**src/sv/tmb_pkg.sv**
```systemverilog
`default_nettype none
// ----------------------------------------------------------------------------
// tmb_pkg
// shared types and constants of the temporal median background estimator
// ----------------------------------------------------------------------------
package tmb_pkg;

    localparam int MAX_FRAMES_DEF   = 8;
    localparam int NUM_SAMPLES      = 8;
    localparam int FRAME_COUNT_W    = 4;

    typedef logic [7:0]               pixel_t;
    typedef logic [FRAME_COUNT_W-1:0] frame_count_t;

    localparam pixel_t       PAD_VALUE         = 8'hFF;
    localparam frame_count_t FRAME_COUNT_RESET = 4'd5;

endpackage
`default_nettype wire

```
**src/sv/tmb_if.sv**
```systemverilog
`default_nettype none
// ----------------------------------------------------------------------------
// tmb channels
// handshake channels of the median estimator: samples in, median out, config
// ----------------------------------------------------------------------------
interface tmb_pix_if import tmb_pkg::*; ();
    logic   valid;
    logic   ready;
    pixel_t sample_0;
    pixel_t sample_1;
    pixel_t sample_2;
    pixel_t sample_3;
    pixel_t sample_4;
    pixel_t sample_5;
    pixel_t sample_6;
    pixel_t sample_7;

    modport source (output valid, output sample_0, output sample_1, output sample_2,
                    output sample_3, output sample_4, output sample_5, output sample_6,
                    output sample_7, input ready);
    modport sink   (input valid, input sample_0, input sample_1, input sample_2,
                    input sample_3, input sample_4, input sample_5, input sample_6,
                    input sample_7, output ready);
endinterface

interface tmb_bg_if import tmb_pkg::*; ();
    logic   valid;
    logic   ready;
    pixel_t median_value;

    modport source (output valid, output median_value, input ready);
    modport sink   (input valid, input median_value, output ready);
endinterface

interface tmb_cfg_if import tmb_pkg::*; ();
    logic         valid;
    logic         ready;
    frame_count_t frame_count;

    modport source (output valid, output frame_count, input ready);
    modport sink   (input valid, input frame_count, output ready);
endinterface
`default_nettype wire

```
**src/sv/tmb_sort_stage.sv**
```systemverilog
`default_nettype none
// ----------------------------------------------------------------------------
// tmb_sort_stage
// one registered layer of an odd-even transposition sorting network
// ----------------------------------------------------------------------------
module tmb_sort_stage import tmb_pkg::*; #(
    parameter int N     = MAX_FRAMES_DEF,
    parameter int IDX_W = 3,
    parameter bit ODD   = 1'b0
) (
    input  wire logic             clk,
    input  wire logic             rst_n,
    input  wire logic             in_valid,
    output logic                  in_ready,
    input  wire pixel_t           in_vals [N],
    input  wire logic [IDX_W-1:0] in_idx,
    output logic                  out_valid,
    input  wire logic             out_ready,
    output pixel_t                out_vals [N],
    output logic [IDX_W-1:0]      out_idx
);

    logic             valid_reg;
    pixel_t           vals_reg [N];
    pixel_t           vals_next [N];
    logic [IDX_W-1:0] idx_reg;

    assign in_ready = !valid_reg || out_ready;

    // compare-exchange on pairs starting at the odd or even lane
    always_comb
    begin
        for (int i = 0; i < N; i++)
        begin
            vals_next[i] = in_vals[i];
        end
        for (int i = (ODD ? 1 : 0); i + 1 < N; i += 2)
        begin
            if (in_vals[i] > in_vals[i+1])
            begin
                vals_next[i]   = in_vals[i+1];
                vals_next[i+1] = in_vals[i];
            end
        end
    end

    always_ff @(posedge clk or negedge rst_n)
    begin
        if (!rst_n)
        begin
            valid_reg <= 1'b0;
        end
        else if (in_ready)
        begin
            valid_reg <= in_valid;
        end
    end

    always_ff @(posedge clk)
    begin
        if (in_ready && in_valid)
        begin
            vals_reg <= vals_next;
            idx_reg  <= in_idx;
        end
    end

    assign out_valid = valid_reg;
    assign out_vals  = vals_reg;
    assign out_idx   = idx_reg;

endmodule
`default_nettype wire

```
**src/sv/temporal_median_background.sv**
```systemverilog
`default_nettype none
// throughput: one item per cycle while the sink keeps up; one input register,
// MAX_FRAMES compare-exchange layers and one selection register, all moving on
// a per-stage ready chain
// reset: pipeline emptied, frame_count returns to 5
// ----------------------------------------------------------------------------
// temporal_median_background
// per-pixel median over up to MAX_FRAMES stacked frames, without stalls one pixel per cycle
// ----------------------------------------------------------------------------
module temporal_median_background import tmb_pkg::*; #(
    parameter int MAX_FRAMES = MAX_FRAMES_DEF
) (
    input  wire logic clk,
    input  wire logic rst_n,
    tmb_cfg_if.sink   cfg,
    tmb_pix_if.sink   pix,
    tmb_bg_if.source  bg
);

    localparam int IDX_W = (MAX_FRAMES > 1) ? $clog2(MAX_FRAMES) : 1;
    localparam int CNT_W = 5;

    frame_count_t frame_count_reg;

    logic             stage_valid [MAX_FRAMES+1];
    logic             stage_ready [MAX_FRAMES+2];
    pixel_t           stage_vals  [MAX_FRAMES+1][MAX_FRAMES];
    logic [IDX_W-1:0] stage_idx   [MAX_FRAMES+1];

    pixel_t           samples [NUM_SAMPLES];
    pixel_t           in_vals_next [MAX_FRAMES];
    logic [CNT_W-1:0] count_eff;
    logic [CNT_W-1:0] count_half;

    logic   in_valid_reg;
    pixel_t in_vals_reg [MAX_FRAMES];
    logic [IDX_W-1:0] in_idx_reg;

    logic   out_valid_reg;
    pixel_t median_reg;

    // configuration
    assign cfg.ready = 1'b1;

    always_ff @(posedge clk or negedge rst_n)
    begin
        if (!rst_n)
        begin
            frame_count_reg <= FRAME_COUNT_RESET;
        end
        else if (cfg.valid)
        begin
            frame_count_reg <= cfg.frame_count;
        end
    end

    // input stage: clamp count, pad unused slots
    assign samples[0] = pix.sample_0;
    assign samples[1] = pix.sample_1;
    assign samples[2] = pix.sample_2;
    assign samples[3] = pix.sample_3;
    assign samples[4] = pix.sample_4;
    assign samples[5] = pix.sample_5;
    assign samples[6] = pix.sample_6;
    assign samples[7] = pix.sample_7;

    always_comb
    begin
        count_eff = {1'b0, frame_count_reg};
        if (count_eff == '0)
        begin
            count_eff = CNT_W'(1);
        end
        else if (count_eff > CNT_W'(MAX_FRAMES))
        begin
            count_eff = CNT_W'(MAX_FRAMES);
        end
        count_half = count_eff >> 1;
        for (int i = 0; i < MAX_FRAMES; i++)
        begin
            if (i < NUM_SAMPLES && CNT_W'(i) < count_eff)
            begin
                in_vals_next[i] = samples[i % NUM_SAMPLES];
            end
            else
            begin
                in_vals_next[i] = PAD_VALUE;
            end
        end
    end

    assign stage_ready[0] = !in_valid_reg || stage_ready[1];
    assign pix.ready      = stage_ready[0];

    always_ff @(posedge clk or negedge rst_n)
    begin
        if (!rst_n)
        begin
            in_valid_reg <= 1'b0;
        end
        else if (stage_ready[0])
        begin
            in_valid_reg <= pix.valid;
        end
    end

    always_ff @(posedge clk)
    begin
        if (stage_ready[0] && pix.valid)
        begin
            in_vals_reg <= in_vals_next;
            in_idx_reg  <= count_half[IDX_W-1:0];
        end
    end

    assign stage_valid[0] = in_valid_reg;
    assign stage_vals[0]  = in_vals_reg;
    assign stage_idx[0]   = in_idx_reg;

    // sorting network
    for (genvar k = 1; k <= MAX_FRAMES; k++)
    begin : g_sort
        tmb_sort_stage #(
            .N     (MAX_FRAMES),
            .IDX_W (IDX_W),
            .ODD   (k % 2 == 0)
        ) u_stage (
            .clk       (clk),
            .rst_n     (rst_n),
            .in_valid  (stage_valid[k-1]),
            .in_ready  (stage_ready[k]),
            .in_vals   (stage_vals[k-1]),
            .in_idx    (stage_idx[k-1]),
            .out_valid (stage_valid[k]),
            .out_ready (stage_ready[k+1]),
            .out_vals  (stage_vals[k]),
            .out_idx   (stage_idx[k])
        );
    end

    // output register picks the median lane
    assign stage_ready[MAX_FRAMES+1] = !out_valid_reg || bg.ready;

    always_ff @(posedge clk or negedge rst_n)
    begin
        if (!rst_n)
        begin
            out_valid_reg <= 1'b0;
        end
        else if (stage_ready[MAX_FRAMES+1])
        begin
            out_valid_reg <= stage_valid[MAX_FRAMES];
        end
    end

    always_ff @(posedge clk)
    begin
        if (stage_ready[MAX_FRAMES+1] && stage_valid[MAX_FRAMES])
        begin
            median_reg <= stage_vals[MAX_FRAMES][stage_idx[MAX_FRAMES]];
        end
    end

    assign bg.valid        = out_valid_reg;
    assign bg.median_value = median_reg;

    // checks
    logic sorted_ok;

    always_comb
    begin
        sorted_ok = 1'b1;
        for (int i = 0; i + 1 < MAX_FRAMES; i++)
        begin
            if (stage_vals[MAX_FRAMES][i] > stage_vals[MAX_FRAMES][i+1])
            begin
                sorted_ok = 1'b0;
            end
        end
    end

    a_network_sorted: assert property (@(posedge clk) disable iff (!rst_n)
        stage_valid[MAX_FRAMES] |-> sorted_ok)
        else $error("last network layer not in ascending order");

    a_ready_when_empty: assert property (@(posedge clk) disable iff (!rst_n)
        !out_valid_reg |-> pix.ready)
        else $error("input stalled while output register empty");

    a_index_in_range: assert property (@(posedge clk) disable iff (!rst_n)
        in_valid_reg |-> (32'(in_idx_reg) <= MAX_FRAMES / 2))
        else $error("median index beyond half the frame limit");

    a_item_advances: assert property (@(posedge clk) disable iff (!rst_n)
        (in_valid_reg && stage_ready[1]) |=> stage_valid[1])
        else $error("item lost between input register and network");

endmodule
`default_nettype wire

```
**src/flat_wrapper.sv**
```systemverilog
// flat-port wrapper written by rule: the top's interface ports become plain ports
module temporal_median_background_flat import tmb_pkg::*;
#(
    parameter int MAX_FRAMES = MAX_FRAMES_DEF
)
  (clk, rst_n, cfg_valid, cfg_frame_count, cfg_ready, pix_valid, pix_sample_0, pix_sample_1, pix_sample_2, pix_sample_3, pix_sample_4, pix_sample_5, pix_sample_6, pix_sample_7, pix_ready, bg_valid, bg_median_value, bg_ready);
  tmb_cfg_if cfg_i ();
  tmb_pix_if pix_i ();
  tmb_bg_if bg_i ();
  input  wire logic clk;
  input  wire logic rst_n;
  input wire logic [$bits(cfg_i.valid)-1:0] cfg_valid;
  input wire logic [$bits(cfg_i.frame_count)-1:0] cfg_frame_count;
  output wire logic [$bits(cfg_i.ready)-1:0] cfg_ready;
  input wire logic [$bits(pix_i.valid)-1:0] pix_valid;
  input wire logic [$bits(pix_i.sample_0)-1:0] pix_sample_0;
  input wire logic [$bits(pix_i.sample_1)-1:0] pix_sample_1;
  input wire logic [$bits(pix_i.sample_2)-1:0] pix_sample_2;
  input wire logic [$bits(pix_i.sample_3)-1:0] pix_sample_3;
  input wire logic [$bits(pix_i.sample_4)-1:0] pix_sample_4;
  input wire logic [$bits(pix_i.sample_5)-1:0] pix_sample_5;
  input wire logic [$bits(pix_i.sample_6)-1:0] pix_sample_6;
  input wire logic [$bits(pix_i.sample_7)-1:0] pix_sample_7;
  output wire logic [$bits(pix_i.ready)-1:0] pix_ready;
  output wire logic [$bits(bg_i.valid)-1:0] bg_valid;
  output wire logic [$bits(bg_i.median_value)-1:0] bg_median_value;
  input wire logic [$bits(bg_i.ready)-1:0] bg_ready;
  assign cfg_i.valid = cfg_valid;
  assign cfg_i.frame_count = cfg_frame_count;
  assign cfg_ready = cfg_i.ready;
  assign pix_i.valid = pix_valid;
  assign pix_i.sample_0 = pix_sample_0;
  assign pix_i.sample_1 = pix_sample_1;
  assign pix_i.sample_2 = pix_sample_2;
  assign pix_i.sample_3 = pix_sample_3;
  assign pix_i.sample_4 = pix_sample_4;
  assign pix_i.sample_5 = pix_sample_5;
  assign pix_i.sample_6 = pix_sample_6;
  assign pix_i.sample_7 = pix_sample_7;
  assign pix_ready = pix_i.ready;
  assign bg_valid = bg_i.valid;
  assign bg_median_value = bg_i.median_value;
  assign bg_i.ready = bg_ready;
  temporal_median_background #(.MAX_FRAMES(MAX_FRAMES)) u_core (.clk(clk), .rst_n(rst_n), .cfg(cfg_i), .pix(pix_i), .bg(bg_i));
endmodule
```
**config.mk**
```make
export PLATFORM = sky130hd
export DESIGN_NAME = temporal_median_background_flat
export DESIGN_NICKNAME = d
export VERILOG_FILES = /design/src/sv/tmb_pkg.sv /design/src/sv/tmb_if.sv /design/src/sv/tmb_sort_stage.sv /design/src/sv/temporal_median_background.sv /design/src/flat_wrapper.sv
export SDC_FILE = /design/constraint.sdc
export NUM_CORES = 1
export LEC_CHECK = 0
export ABC_AREA = 1
export BUFFER_PORTS_ARGS = -buffer_cell sky130_fd_sc_hd__buf_4
export CAP_MARGIN = 20
export CORE_MARGIN = 10
export CORE_UTILIZATION = 40
export DETAILED_ROUTE_END_ITERATION = 8
export GPL_TIMING_DRIVEN = 0
export SYNTH_ARGS = -nofsm -noshare
export SYNTH_HDL_FRONTEND = slang
export SYNTH_SLANG_ARGS = --single-unit
```
**constraint.sdc**
```tcl
create_clock -name clk -period 8.9 [get_ports clk]
set_input_delay 0 -clock clk [delete_from_list [all_inputs] [get_ports clk]]
set_output_delay 0 -clock clk [all_outputs]
set_load 0.02 [all_outputs]
```
---- Word-level counts from Yosys, hierarchy flattened ----
Index checks and enable logic that the tools add are counted.
storage, ports and cells
  input port bits ......................... 73
  memory bits (writable) .................. 0
  bits in latches ......................... 0
  memories ................................ 0
  output and inout bits ................... 11
  word-level logic and storage cells ...... 196
  ROM bits ................................ 0
  register bits after elaboration ......... 625
operators by class
  $mul .................................... 0
  multiplexer cells ....................... 33
  shift-type cells ........................ 0
  bitwise logic cells ..................... 1
  reduce and logical (&&, ||, !) cells .... 31
  div/mod/pow operators ................... 0
  add/subtract/negate cells ............... 0
  equality and inequality tests ........... 0
  order comparisons ....................... 38
operators by type and width
  cell                number
  $mux 16             28
  $gt 8x8->1          28
  $bmux 8 s3          1
  $lt 3x5->1 const A  4
  $mux 8              2
  $logic_and 1x1->1   10
  $logic_not 1->1     10
  $logic_or 1x1->1    10
  $lt 1x5->1 const A  2
  $lt 2x5->1 const A  2
  $mux 4              2
  $ge 4x4->1 const B  1
  $gt 4x4->1 const B  1
  $logic_not 4->1     1
  $not 3->4           1

---- Longest topological paths before layout ----
  depth after elaboration ................. 12
  depth in mapped cells ................... 11
  mapped depth without buffers ............ 10

---- By module ----
A second synthesis with hierarchy kept.
unflattened totals
  cells, all modules ...................... 3450
  area total of the unflattened synthesis .. 35236.3 um^2
by module, submodules not included
  module                                          area an instance (um^2)  cells each  seq. area each (um^2)  instances
  tmb_sort_stage at u_core.g_sort[1].u_stage ...  4226.6                   421         2037.0                 4
  tmb_sort_stage at u_core.g_sort[2].u_stage ...  3611.0                   335         2037.0                 4
  temporal_median_background                      3886.2                   426         2404.8                 1

---- Least setup slack after synthesis ----
No wires, ideal clock.
  path kind ............................... register -> register
  start ................................... register u_core.out_valid_reg, in the netlist u_core.bg.valid
  end ..................................... register u_core.g_sort[1].u_stage.idx_reg[0], enable pin
  library setup time ...................... 0.514 ns
  arrival time ............................ 4.143 ns
  required time ........................... 8.386 ns
  cell stages (with the launch flop) ...... 8
  path slack .............................. 4.243 ns
  path through ............................ dfrtp_1 > nand3_2 > nor2_4 > nand2_4 > nor2_4 > nand3_4 > nor2_4 > a21oi_1
on the way
  cells in the longest elaborated chain, start to end .. 11
RTL lines
  element                         RTL line                           RTL
  start: declaration              temporal_median_background.sv:39   logic out_valid_reg;
  start signal: assignment        temporal_median_background.sv:152  out_valid_reg <= stage_valid[MAX_FRAMES];
  $logic_not 1->1                 temporal_median_background.sv:142  assign stage_ready[MAX_FRAMES+1] = !out_valid_reg || bg.ready;
  $logic_or 1x1->1                temporal_median_background.sv:142
  $logic_or 1x1->1 (8 in series)  tmb_sort_stage.sv:28               assign in_ready = !valid_reg || out_ready;
  $logic_and 1x1->1               tmb_sort_stage.sv:61               if (in_ready && in_valid)
  end signal: assignment          tmb_sort_stage.sv:64               idx_reg <= in_idx;
  end: declaration                tmb_sort_stage.sv:26               logic [IDX_W-1:0] idx_reg;
No other way between the ends.
A chain may end at the register's enable or synchronous reset.

---- Worst setup path in the final report ----
  start ................................... register u_core.out_valid_reg, in the netlist u_core.bg.valid
  end ..................................... register u_core.g_sort[2].u_stage.vals_reg (netlist bit u_core.g_sort[2].u_stage.out_vals[44]), enable pin
on the way
  cells in the longest elaborated chain, start to end .. 10
RTL lines
  element                         RTL line                           RTL
  $logic_not 1->1                 temporal_median_background.sv:142
  $logic_or 1x1->1                temporal_median_background.sv:142
  $logic_or 1x1->1 (7 in series)  tmb_sort_stage.sv:28
  $logic_and 1x1->1               tmb_sort_stage.sv:61
  end signal: assignment          tmb_sort_stage.sv:63               vals_reg <= vals_next;
  end: declaration                tmb_sort_stage.sv:24               pixel_t vals_reg [N];
No other way between the ends.

==> key figures <==
STA
  • Period minus WS final: ~2.3 ns
  • Period utilization: 0.258
  • RSZ-0062 raised after global routing: false
  • Slew Viols, Final: 0
  • Worst slew pin tran: about 0.95 ns
  • PnR worst setup slack: about 6.6 ns
  • Clock Skews: 0.0326 ns
  • F_max: 0.436 GHz
  • Final setup viols: 0
  • Hold slack: ~0.091 ns
  • Hold Vio Cnt, Final: 0
  • Setup TNS: 0 ns
  • Rel. slew slack: 0.366

CTS
  • # H-tree levels: 3
  • Clock Sinks: between 600 and 700
  • Post-CTS Setup Bufs: 0
  • Worst skew pair latency: 0.62 ns
  • Hold_buf cts: 76
  • Resize count post-CTS: 0
  • Total CTS buffers: 72
  • Max Root-Sink Buffers: 3
  • Clk root buf: clkbuf_16
  • CTS tree: done
  • CTS clk-pin slew, worst paths: roughly 0.06 ns

Synth
  • Dominant synthesized flop cell: edfxtp_1
  • Sequential fraction of the synthesis area: 0.564
  • Synthesized flop and latch total: ~630
  • Unique masters post-synth: 31
  • Mapped cell area: 33100 µm²
  • Fraction of registers with async set/reset: 0.0224
  • EDFF count, synth: 611
  • Xor and xnor area share after synthesis: 0
  • Mux cell area share after synthesis: 0
  • Post-Synth Adder-Cell Area: 0.0845
  • Combinational family with the most area after synthesis: simple AND/OR/NAND/NOR gates
  • Syn avg cell area: 10.7 µm²
  • Synth Area in Compound Gates: 0.0654
  • Syn_nets: between 3000 and 4000
  • Mapped Cells: between 3000 and 4000
  • Yosys warns: 0
  • Simple-gate share of the synthesized area: 0.226

Drt
  • Routed Antenna Nets: 0
  • Routed WL per cell: roughly 14 µm
  • DR iter-0 viols: around 1200
  • Total Wirelength: between 60 and 70 mm
  • Initial DRT Pass Iterations: 5
  • # DRC: 0
  • DR vias/cell: roughly 4.8
  • Vias: ~21000

Worst setup path
  • Crit-path cells: nand3_2 -> nor2_4 -> nand2_4 -> nor2_4 -> nand3_4 -> nor2_4 -> nor2_4 -> buf_12
  • CP arrival: 2.59 ns
  • Setup CP Type: flop to flop
  • Max stage delay cell, worst path: nor2_4
  • Worst path required time: 9.20 ns
  • Worst setup EP type: flop
  • Max stage delay on crit path: a little over 0.7 ns
  • Critical path peak fanout: 35
  • Cell mode on critical path: nor2_4
  • CP Launch Type: flop

Placement
  • IO Port Bufs: 74
  • Cells after DPL: about 4300
  • Routability Congestion: slightly below 0.9
  • Hpwl dp: roughly 48 mm
  • Pre-CTS setup slack: 6.56 ns

Min path
  • Worst min path class: input port to flop

Finish
  • Max reg flops: between 500 and 600
  • Layout cell share with drive strength beyond 1: 0.180
  • Syn-to-layout area delta: 16.1%
  • Diodes inserted: 0
  • Finished Layout Cells: approximately 4500
  • Nets: roughly 3600

Run
  • MaxCap Viol Count: 0

Die
  • Initial Utilization: 0.404
  • Die X: between 300 and 400 µm
  • Num ports: 84
  • Die extent in y: about 310 µm
  • Die ar.: 94800 µm²
  • Core Area: between 80000 and 90000 µm²
  • Rows: ~110

Global routing
  • Overflow after GRT: 0
  • Total track usage: 0.135
  • Initial antenna violation count: 0
  • First-pass GRT wire length: between 100 and 150 mm
  • Vias in the first global route: 21600
  • Largest net degree at the start of global routing: between 40 and 50

Pwr
  • LEAKAGE: around 0.017 µW
  • VDD IR-drop max: between 0.15 and 0.2 mV
  • Power Density: 397 nW/µm²

Outcome
  • Status: finished, final reports clean
critical path, delay by kind of cell, from the launching register on:
kind                   cells  cell delay, ns
buffers and inverters      1            0.29
and+or+nand+nor            7            1.23
DFF                        1            0.41
layout by cell type (no fill, tap or decap), types with 6 or more instances in the layout:
cell           count
o21ai_2          128
bufinv_16          9
o21a_1            16
buf_12            12
o32ai_1           16
a21oi_1          103
dfrtp_1           12
clkinv_1          10
buf_6             44
o21ai_0           21
nand4_4           28
dlygate4sd3_1     75
nand2_1          903
buf_4             86
o21ai_1           31
nor2_1            74
buf_2              6
nand3_4           13
clkbuf_16         73
nand3_1          320
inv_2              7
nand2_4           45
inv_1            327
nor2_4            21
nor2_2            12
clkinv_2          12
ha_1             224
edfxtp_1         611
or2_2             24
nand2_2           66
clkbuf_1          38
synthesized netlist by cell type (2+ instances only):
cell / n / share of area
o21ai_1: 31 / 0.0047
o21ai_2: 128 / 0.034
nand4_4: 28 / 0.018
inv_2: 2 / 0.00023
nand2_1: 903 / 0.10
nand2_4: 45 / 0.015
nand3_1: 320 / 0.048
o21a_1: 16 / 0.0036
edfxtp_1: 611 / 0.55
o32ai_1: 16 / 0.0042
dfrtp_1: 12 / 0.0091
clkbuf_1: 26 / 0.0029
ha_1: 224 / 0.085
nand2_2: 66 / 0.012
nand3_4: 13 / 0.0069
dfstp_2: 2 / 0.0016
buf_2: 6 / 0.00091
o21ai_0: 21 / 0.0032
nor2_1: 76 / 0.0086
buf_4: 12 / 0.0027
nor2_4: 19 / 0.0065
buf_6: 44 / 0.015
nand4_2: 2 / 0.00075
inv_1: 332 / 0.038
or2_2: 24 / 0.0045
nor2_2: 12 / 0.0023
a21oi_1: 105 / 0.016
power by group:
group / switching [µW] / internal (µW) / total (µW) / leakage (µW)
Sequential: 771 / 5070 / 5850 / 0.00615
Clock: 1170 / 1800 / 2970 / 0.00117
Combinational: 4040 / 2420 / 6460 / 0.00951
Total: 5980 / 9290 / 15300 / 0.0168
worst paths after layout:
path	slack (ns)	depth (start not counted)	endpoint	from
worst min register to register	0.41	0	u_core.g_sort[5].u_stage.out_idx[0]	u_core.g_sort[4].u_stage.out_idx[0]
worst max register to register	6.61	8	u_core.g_sort[2].u_stage.out_vals[44]	u_core.bg.valid
worst min-delay path	0.09	2	u_core.in_vals_reg[63]	pix_sample_0[7]
min in group asynchronous	0.40	4	u_core.frame_count_reg[3]	rst_n
worst max-delay path	6.61	8	u_core.g_sort[2].u_stage.out_vals[44]	u_core.bg.valid
max in group asynchronous	8.32	4	u_core.g_sort[6].u_stage.out_valid	rst_n
cell type report:
class,instances,area (µm²)
buffer,89,721
clock buffer,88,1910
clock inverter,43,499
fill,7503,43600
inverter,334,1250
multi-input combinational,2052,12500
sequential,625,18700
tap,1070,1340
timing repair buffer,161,1550
logic make-up after synthesis:
family,count (synthesis)
simple gates,1510
other cells,1
buf+inv,423
fa+ha+maj,224
flops,625
compound gates,317
routing by layer:
| metal | vias up | GRT usage | share of wire |
|---|---|---|---|
| met5 | - | 0 | 0 |
| met3 | 112 | 0.0247 | 0.032 |
| met1 | 9870 | 0.169 | 0.45 |
| met2 | 311 | 0.235 | 0.49 |
| li1 | 11000 | - | - |
| met4 | 0 | 0.0406 | 0.026 |
through the flow:
stage / utilization / power [µW] / area, µm²
after floorplan: - / 10800 / 33100
after global placement: 0.427 / 12200 / 35000
after CTS: 0.469 / 15400 / 38500
final: 0.469 / 15300 / 38500
after detailed placement: 0.430 / 12400 / 35300
after global routing: 0.469 / 16500 / 38500
(Power assumes the default switching activity.)
